<file path="config.mk">
export PLATFORM = sky130hd
export DESIGN_NAME = skyatl_ctrl
export DESIGN_NICKNAME = d
export VERILOG_FILES = /design/src/hdl/skyline_atlas_allocator_assert.svh /design/src/hdl/skyatl_pkg.sv /design/src/hdl/skyatl_ctrl.sv
export SDC_FILE = /design/constraint.sdc
export NUM_CORES = 1
export LEC_CHECK = 0
export ABC_AREA = 0
export BUFFER_PORTS_ARGS = -buffer_cell sky130_fd_sc_hd__clkbuf_2
export CAP_MARGIN = 20
export CORE_AREA = 5 5 42 44
export CTS_BUF_LIST = sky130_fd_sc_hd__clkbuf_8
export DETAILED_ROUTE_END_ITERATION = 16
export DIE_AREA = 0 0 47 49
export PLACE_DENSITY = 0.7
export SLEW_MARGIN = 20
export SYNTH_ARGS = -nofsm -noshare
export SYNTH_HDL_FRONTEND = slang
export SYNTH_SLANG_ARGS = --single-unit
</file>
<file path="constraint.sdc">
create_clock -name clk -period 1.65 [get_ports clk]
set_input_delay 0.2475 -clock clk [delete_from_list [all_inputs] [get_ports clk]]
set_output_delay 0.2475 -clock clk [all_outputs]
set_load 0.03 [all_outputs]
</file>
<file path="src/hdl/skyline_atlas_allocator_assert.svh">
// assertion macros for the skyline atlas allocator
// included by the top level; no other dependencies
`ifndef SKYLINE_ATLAS_ALLOCATOR_ASSERT_SVH
`define SKYLINE_ATLAS_ALLOCATOR_ASSERT_SVH

// condition must hold in the same cycle as the trigger
`define SKYATL_ASSERT_NOW(label, clk, rst_n, ante, cons, msg) \
    label: assert property (@(posedge clk) disable iff (!rst_n) (ante) |-> (cons)) \
        else $error(msg);

// condition must hold in the cycle after the trigger
`define SKYATL_ASSERT_NEXT(label, clk, rst_n, ante, cons, msg) \
    label: assert property (@(posedge clk) disable iff (!rst_n) (ante) |=> (cons)) \
        else $error(msg);

`endif

</file>
<file path="src/hdl/skyatl_pkg.sv">
// shared types and constants for the skyline atlas allocator
// no dependencies
package skyatl_pkg;

    // default geometry
    localparam int DEF_ATLAS_SIDE   = 512;
    localparam int DEF_ATLAS_LAYERS = 16;

    // fixed field widths
    localparam int BLK_W   = 10;
    localparam int POS_W   = 9;
    localparam int LAYER_W = 4;

    typedef enum logic {
        KIND_PLACE = 1'b0,
        KIND_CLEAR = 1'b1
    } kind_t;

    typedef enum logic {
        STATUS_OK   = 1'b0,
        STATUS_FULL = 1'b1
    } status_t;

    // request beat
    typedef struct packed {
        kind_t              kind;
        logic [BLK_W-1:0]   block_width;
        logic [BLK_W-1:0]   block_height;
    } req_t;

    // response beat
    typedef struct packed {
        status_t            status;
        logic [POS_W-1:0]   pos_x;
        logic [POS_W-1:0]   pos_y;
        logic [LAYER_W-1:0] layer_index;
    } rsp_t;

    // controller to datapath commands
    typedef struct packed {
        logic capture;
        logic clear_all;
        logic clr_init;
        logic clr_step;
        logic mark_valid;
        logic scan_init;
        logic sky_rd;
        logic pop;
        logic push;
        logic next_layer;
        logic raise_init;
        logic raise_step;
        logic load_out;
    } cmd_t;

    // datapath to controller status
    typedef struct packed {
        logic kind_clear;
        logic layer_spent;
        logic layer_valid;
        logic clr_last;
        logic do_pop;
        logic x_zero;
        logic fit_ok;
        logic raise_done;
        logic out_free;
    } sts_t;

endpackage

</file>
<file path="src/hdl/skyatl_ctrl.sv">
// control state machine for the skyline atlas allocator
// depends on skyatl_pkg
module skyatl_ctrl
    import skyatl_pkg::*;
(
    input  logic clk,
    input  logic rst_n,
    input  logic req_valid,
    output logic req_ready,
    input  sts_t sts,
    output cmd_t cmd
);

    typedef enum logic [3:0] {
        S_IDLE,
        S_START,
        S_CLR,
        S_SCAN,
        S_RD,
        S_CMP,
        S_POPW,
        S_FIT,
        S_RAISE,
        S_RESULT
    } state_t;

    state_t state_reg;
    state_t state_next;
    logic   ready_reg;
    logic   ready_next;

    // next state and commands
    always_comb
    begin
        cmd        = '0;
        state_next = state_reg;
        case (state_reg)
            S_IDLE:
            begin
                if (req_valid && ready_reg)
                begin
                    cmd.capture = 1'b1;
                    state_next  = S_START;
                end
            end
            S_START:
            begin
                if (sts.kind_clear)
                begin
                    cmd.clear_all = 1'b1;
                    state_next    = S_RESULT;
                end
                else if (sts.layer_spent)
                begin
                    state_next = S_RESULT;
                end
                else if (!sts.layer_valid)
                begin
                    cmd.clr_init = 1'b1;
                    state_next   = S_CLR;
                end
                else
                begin
                    state_next = S_SCAN;
                end
            end
            S_CLR:
            begin
                cmd.clr_step = 1'b1;
                if (sts.clr_last)
                begin
                    cmd.mark_valid = 1'b1;
                    state_next     = S_SCAN;
                end
            end
            S_SCAN:
            begin
                cmd.scan_init = 1'b1;
                state_next    = S_RD;
            end
            S_RD:
            begin
                cmd.sky_rd = 1'b1;
                state_next = S_CMP;
            end
            S_CMP:
            begin
                if (sts.do_pop)
                begin
                    cmd.pop    = 1'b1;
                    state_next = S_POPW;
                end
                else
                begin
                    cmd.push   = 1'b1;
                    state_next = sts.x_zero ? S_FIT : S_RD;
                end
            end
            S_POPW:
            begin
                state_next = S_CMP;
            end
            S_FIT:
            begin
                if (sts.fit_ok)
                begin
                    cmd.raise_init = 1'b1;
                    state_next     = S_RAISE;
                end
                else
                begin
                    cmd.next_layer = 1'b1;
                    state_next     = S_START;
                end
            end
            S_RAISE:
            begin
                if (sts.raise_done)
                begin
                    state_next = S_RESULT;
                end
                else
                begin
                    cmd.raise_step = 1'b1;
                end
            end
            S_RESULT:
            begin
                if (sts.out_free)
                begin
                    cmd.load_out = 1'b1;
                    state_next   = S_IDLE;
                end
            end
            default:
            begin
                state_next = S_IDLE;
            end
        endcase
    end

    assign ready_next = (state_next == S_IDLE);

    // state and registered ready
    always_ff @(posedge clk or negedge rst_n)
    begin
        if (!rst_n)
        begin
            state_reg <= S_IDLE;
            ready_reg <= 1'b1;
        end
        else
        begin
            state_reg <= state_next;
            ready_reg <= ready_next;
        end
    end

    assign req_ready = ready_reg;

endmodule

</file>
# Word-level counts from Yosys, hierarchy flattened

Cells that the tools add are included.

Mux-type cells: 32
Shift-type cells: 0
Reductions and logical operators: 4
Multiply operators: 0
Magnitude comparators: 0
Bitwise operators: 0
Add/sub/neg operators: 0
Div/mod/pow operators: 0
Equality and inequality tests: 9

Operators by type and width:

| cell                 | number |
|---|---|
| $pmux W4 S9          | 1 |
| $mux W4              | 7 |
| $mux W1              | 18 |
| $eq A4 B3 Y1 const B | 4 |
| $mux W2              | 6 |
| $eq A4 B2 Y1 const B | 2 |
| $eq A4 B4 Y1 const B | 2 |
| $logic_not A4 Y1     | 2 |
| $eq A4 B1 Y1 const B | 1 |
| $reduce_or A2 Y1     | 1 |
| $logic_and A1 B1 Y1  | 1 |

Output and inout bits: 14
Memories: 0
Input bits: 12
Logic and storage cells: 47
Latch bits: 0
Bits in writable memories: 0
Memory bits (read-only): 0
Bits in registers: 5

# Longest topological paths before layout

Gate-level depths: netlist of the first run.

Word-level depth: 5
Mapped depth: 6
Mapped depth without buffers: 5

# Worst setup path after synthesis of the first run

No wires, ideal clock.

Path kind: register to output
From: register state_reg[2]
To: output cmd[10] (netlist bit)
Path buffers: 1
Stages on the path, launching flop included: 4
Required time: 1,402 ps
Setup slack: -527 ps
Data arrival time: 1,930 ps
Cells stage by stage: dfrtp_1 -> buf_6 -> or4b_4 -> nor4_1

RTL lines:

| element                  | line               | RTL |
|---|---|---|
| start: declaration       | skyatl_ctrl.sv:27  | `state_t state_reg;` |
| start signal: assignment | skyatl_ctrl.sv:154 | `state_reg <= state_next;` |
| end: declaration         | skyatl_ctrl.sv:11  | `output cmd_t cmd` |

==> results of run 1 <==
==> power groups by stage <==
stage | Sequential [W] | Combinational (W) | Clock, W
CTS | 0.000220 | 0.000940 | 0.000224
finish | 0.000222 | 0.00106 | 0.000216
global placement | 0.000234 | 0.000823 | 0
floorplan | 0.000237 | 0.000627 | 0
global route | 0.000229 | 0.00113 | 0.000234
detailed placement | 0.000237 | 0.000830 | 0
==> layout make-up <==
class / count / area (um^2) / share of cell area
multi-input combinational: 44 / 355 / 0.432
timing repair buffer: 38 / 265 / 0.322
sequential: 5 / 126 / 0.153
clock buffer: 3 / 41.3 / 0.0502
tap: 16 / 20.0 / 0.0243
inverter: 3 / 11.3 / 0.0137
clock inverter: 1 / 3.75 / 0.00456
==> routing by layer <==
| metal | up-vias | share of wire | global-route usage |
|---|---|---|---|
| li1 | 273 | - | - |
| met2 | 22 | 0.52 | 0.181 |
| met5 | - | 0 | 0 |
| met1 | 261 | 0.38 | 0.136 |
| met4 | 0 | 0.024 | 0.0691 |
| met3 | 4 | 0.077 | 0.0295 |
==> stage by stage <==
step	power [W]	area [um^2]	worst slack [ns]
after detailed placement	0.00107	647	0.0864
final	0.00150	823	-0.0913
after global placement	0.00106	647	0.109
after global routing	0.00159	823	-0.151
after floorplan	0.000864	492	0.00133
after CTS	0.00138	762	-0.102
==> cell usage in the layout (no fill, tap or decap), types with 2 or more instances in the layout <==
master	instances
and2_1	2
and3_1	3
buf_4	13
buf_6	3
clkbuf_2	18
clkbuf_8	4
dfrtp_1	4
inv_1	3
nand2_1	2
nand3b_1	3
nor2_1	8
nor2_2	2
nor2b_1	2
==> critical path: stages, from the launching register on <==
cell,delay (ns)
dfrtp_1,0.36
or4b_4,0.56
nor4_4,0.15
clkbuf_8,0.20
==> path summary, 6_finish.rpt <==
| kind | start | end | slack (ns) | depth (start not counted) |
|---|---|---|---|---|
| min in group clk | sts[3] | state_reg[0] | 0.39 | 3 |
| worst max register to register | state_reg[1] | req_ready | 0.06 | 6 |
| worst max-delay path | state_reg[1] | cmd[10] | -0.09 | 3 |
| max in group asynchronous | rst_n | req_ready | 1.07 | 2 |
| worst min-delay path | rst_n | state_reg[3] | 0.37 | 2 |
| worst min register to register | state_reg[3] | state_reg[1] | 0.70 | 3 |
==> cells by family (layout without fill, tap and decap cells) <==
| family | count (synthesis) | in the layout | synth area share |
|---|---|---|---|
| xor+xnor | 1 | 1 | 0.0188 |
| flops | 5 | 5 | 0.272 |
| simple gates | 36 | 36 | 0.495 |
| compound gates | 7 | 7 | 0.116 |
| buf+inv | 7 | 45 | 0.0995 |
==> what timing repair did <==
item / in CTS / in global routing
resized for setup: 8 / 21
buffers inserted: 4 / 2
setup endpoints to repair: 5 / 10
pin swaps: 2 / 5
hold endpoints to repair: 4 / 0
hold buffers: 1 / 0
==> results.yml, run 1 <==
status:
  status: "finished with violations"
  violations: "setup timing"
synthesis:
  synthCells: 56
  netlist.area_leader.share: 0.215
  ys_seq_elements: 5
  syn-cell-area_um2: 465
  ys.warnings.count: 0
  synth.top_cells.by_count: "nor2_1, dfrtp_1, and3_1, nand3b_1, nor2b_1"
  synth-async-reset-ratio: 1.00
  synthDistinctLibCells: 32
  syn_nets: 68
  synth_edf_count: 0
  syn_area_per_cell_um2: 8.31
  yosysSeqAreaShare: 0.272
  yosys-top-cells-area: "dfrtp_1, nor2_1, dfstp_2"
  yosys.area.top_type: "dfrtp_1"
  synth_most_common_cell: "nor2_1"
  synth-main-ff-cell: "dfrtp_1"
sta:
  slew_viol_final: 0
  grt_setup_unrepaired: "true"
  setup-violations-final: 1
  fmax_mhz: 574
  fin_crit_sh: 1.06
  hold_slack_ns: 0.370
  hold_viol: 0
  tightest_slew_ns: 0.266
  fin_tns_setup_ns: -0.0913
  post-route-worst-setup-slack_ns: -0.0913
  skew_ns: 0.00107
  slew_headroom: 0.823
  finalWorstPathRequiredPeriod_ns: 1.74
pwr:
  p_per_area_mw_per_mm2: 1820
  clkPwrFrac: 0.144
  internal_power_w: 0.000859
  power_switching_w: 0.000641
  swShare: 0.427
  seq_power_share: 0.148
  irDropWorstVdd_mv: 0.913
  p_comb_frac: 0.708
  leakage_nw: 0.395
placed_design:
  dp_hpwl_mm: 1.01
  gp_congestion: 0.732
  place_inst: 99
  port_buffers: 25
detailed_routing:
  wl_mm: 1.29
  drc: 0
  first_iter_violations: 9
  avgRoutedWirePerCell_um: 11.8
  dr.pass1.iters: 4
  via_per_inst: 5.09
  routed-via-count: 560
  ant_nets: 0
finish:
  layout-drive-gt1-share: 0.596
  fin_nets: 107
  final-instance-count-excl-fill: 110
  nFillCells: 132
  diodes: 0
  largest_reg_flops: 4
  area_growth_pct: 76.9
  final_util: 0.588
floorplan:
  fp.dieW_um: 47
  die_h_um: 49
  initial_utilization: 0.332
  core-area_mm2: 0.00140
  die_area_mm2: 0.00230
  num_io_pins: 26
  rows: 14
cts:
  path_clk_slew_ns: 0.03
  cts_sinks: 5
  cts_tree: "done"
  clk_path_buf_depth: 2
  cts_max_level: 1
  cts-root-buf: "clkbuf_8"
  clk-insertion-delay-late_ns: 0.22
  cts_buffers: 3
grt:
  grt_pass1_wl_mm: 1.97
  antenna_found_initial: 0
  grt_usage: 0.116
  grt_pass1_vias: 485
  grt_max_degree: 10
  grt_overflow: 0
setup_path:
  cp-end-kind: "primary output"
  critPathMaxFanout: 2
  cp-start-kind: "flop"
  critPathKind: "flop to primary output"
  required_ns: 1.40
  cp.arrival_ns: 1.49
flow_run:
  cap_viol_max_count: 0
hold_path:
  hold_class: "primary input to asynchronous set/reset pin"
(Power assumes the default switching activity.)
==> run 2: changes to the inputs <==
- PLACE_DENSITY: 0.7 -> default
- PLACE_DENSITY_LB_ADDON: default -> 0.1
==> run 2 against run 1 <==
Effect of this change: the run still ends with setup timing left; sequential power up 3%; count of clock-buffer cells in the layout unchanged; power decreased by 5.6%; flip-flop and latch count unchanged; combinational power down 9%; die area unchanged; critical path type unchanged.
==> results.yml, run 2 (same netlist as run 1, synthesis figures left out) <==
status:
  status: "finished with violations"
  violations: "setup timing"
cts:
  cts_max_level: 1
  cts_sinks: 5
  cts_buffers: 3
  clk_path_buf_depth: 2
  cts_tree: "done"
  cts-root-buf: "clkbuf_8"
  path_clk_slew_ns: 0.04
  clk-insertion-delay-late_ns: 0.22
sta:
  fmax_mhz: 570
  fin_tns_setup_ns: -0.127
  setup-violations-final: 2
  finalWorstPathRequiredPeriod_ns: 1.76
  grt_setup_unrepaired: "true"
  post-route-worst-setup-slack_ns: -0.106
  slew_viol_final: 0
  fin_crit_sh: 1.06
  hold_viol: 0
  skew_ns: 0.00193
  slew_headroom: 0.840
  hold_slack_ns: 0.367
  tightest_slew_ns: 0.239
pwr:
  internal_power_w: 0.000764
  p_per_area_mw_per_mm2: 1750
  power_switching_w: 0.000652
  leakage_nw: 0.378
  total_power_w: 0.00142
  p_comb_frac: 0.680
  irDropWorstVdd_mv: 0.884
  swShare: 0.460
  clkPwrFrac: 0.158
  seq_power_share: 0.162
setup_path:
  worstSetupEndpoint: "cmd[10]"
  critPathMaxFanout: 2
  cp-start-kind: "flop"
  critPathKind: "flop to primary output"
  slowest_stage: "or4b_4"
  r2r_end: "req_ready"
  cp-end-kind: "primary output"
  r2r_cells: 7
  crit_start: "state_reg[2]"
  cp.arrival_ns: 1.51
  reg2reg_slack_ns: 0.10
  required_ns: 1.40
  slowest_delay_ns: 0.56
  rr_startpoint: "state_reg[3]"
  crit_chain: "or4b_4, nor4_4, clkbuf_8"
placed_design:
  port_buffers: 25
  dp_hpwl_mm: 1.06
  pre_cts_ws_ns: 0.113
  gp_congestion: 0.792
  place_area_um2: 647
finish:
  mostFrequentLayoutCells: "clkbuf_2, buf_4, nor2_1, clkbuf_8, dfrtp_1"
  fin_area_um2: 811
  area_growth_pct: 74.2
  nFillCells: 138
  fin_nets: 102
  final_common_cell: "clkbuf_2"
  largest_reg_flops: 4
  diodes: 0
  layout-drive-gt1-share: 0.562
detailed_routing:
  dr.pass1.iters: 4
  ant_nets: 0
  drc: 0
  wl_mm: 1.43
  avgRoutedWirePerCell_um: 13.6
  first_iter_violations: 6
  via_per_inst: 5.24
  routed-via-count: 550
floorplan:
  core-area_mm2: 0.00140
  rows: 14
  fp.dieW_um: 47
  num_io_pins: 26
  initial_utilization: 0.332
  die_area_mm2: 0.00230
  die_h_um: 49
grt:
  grt_usage: 0.143
  grt_pass1_vias: 560
  grt_max_degree: 10
  antenna_found_initial: 0
  grt_overflow: 0
  grt_pass1_wl_mm: 2.33
hold_path:
  hold_class: "primary input to asynchronous set/reset pin"
flow_run:
  cap_viol_max_count: 0
[run 2: cell types whose count changed in the layout (fill, tap and decap cells not counted), sizes merged]
cell	change
buf	-3
clkbuf	-2
[run 2: how the worst min path moves through the flow]
stage	start	to	slack [ns]
after detailed placement	rst_n	state_reg[1]	0.07
after global placement	rst_n	state_reg[3]	0.07
final	rst_n	state_reg[3]	0.37
after CTS	sts[3]	state_reg[0]	0.36
after floorplan	rst_n	state_reg[0]	-0.05
after global routing	rst_n	state_reg[3]	0.40
[run 2: repair_timing]
item,CTS,global route
hold endpoints to repair,4,0
setup buffers,1,0
gates resized for setup,10,30
pin swaps,1,0
hold buffers,1,0
endpoints found under the setup margin,9,11
[run 2: layout make-up]
type | instances | area [um^2] | share of cell area
Timing Repair Buffer | 33 | 233 | 0.287
Sequential cell | 5 | 126 | 0.156
Clock buffer | 3 | 41.3 | 0.0509
Multi-Input combinational cell | 44 | 375 | 0.463
Tap cell | 16 | 20.0 | 0.0247
Inverter | 3 | 11.3 | 0.0139
Clock inverter | 1 | 3.75 | 0.00463
[run 2: metal layers]
metal	share of wire	vias to the layer above	global-route usage
met4	0.024	0	0.0829
met1	0.42	258	0.169
li1	-	264	-
met5	0	-	0
met2	0.48	24	0.217
met3	0.073	4	0.0443
[run 2: worst max-delay path: cells and delay by family (launching register included)]
kind                   cells  cell delay, ns
and+or+nand+nor            2            0.72
DFF                        1            0.36
buffers and inverters      1            0.20
[run 2: power groups by stage]
stage	registers [W]	clock network, W	logic [W]
floorplan	0.000237	0	0.000627
global placement	0.000229	0	0.000850
detailed placement	0.000231	0	0.000844
CTS	0.000230	0.000229	0.000871
global route	0.000240	0.000241	0.00104
finish	0.000229	0.000224	0.000963
[run 2: per-stage QoR]
stage,std cells,utilization
after CTS,105,0.531
after detailed placement,99,0.462
final,105,0.579
after global routing,105,0.579
after floorplan,56,-
after global placement,99,0.462
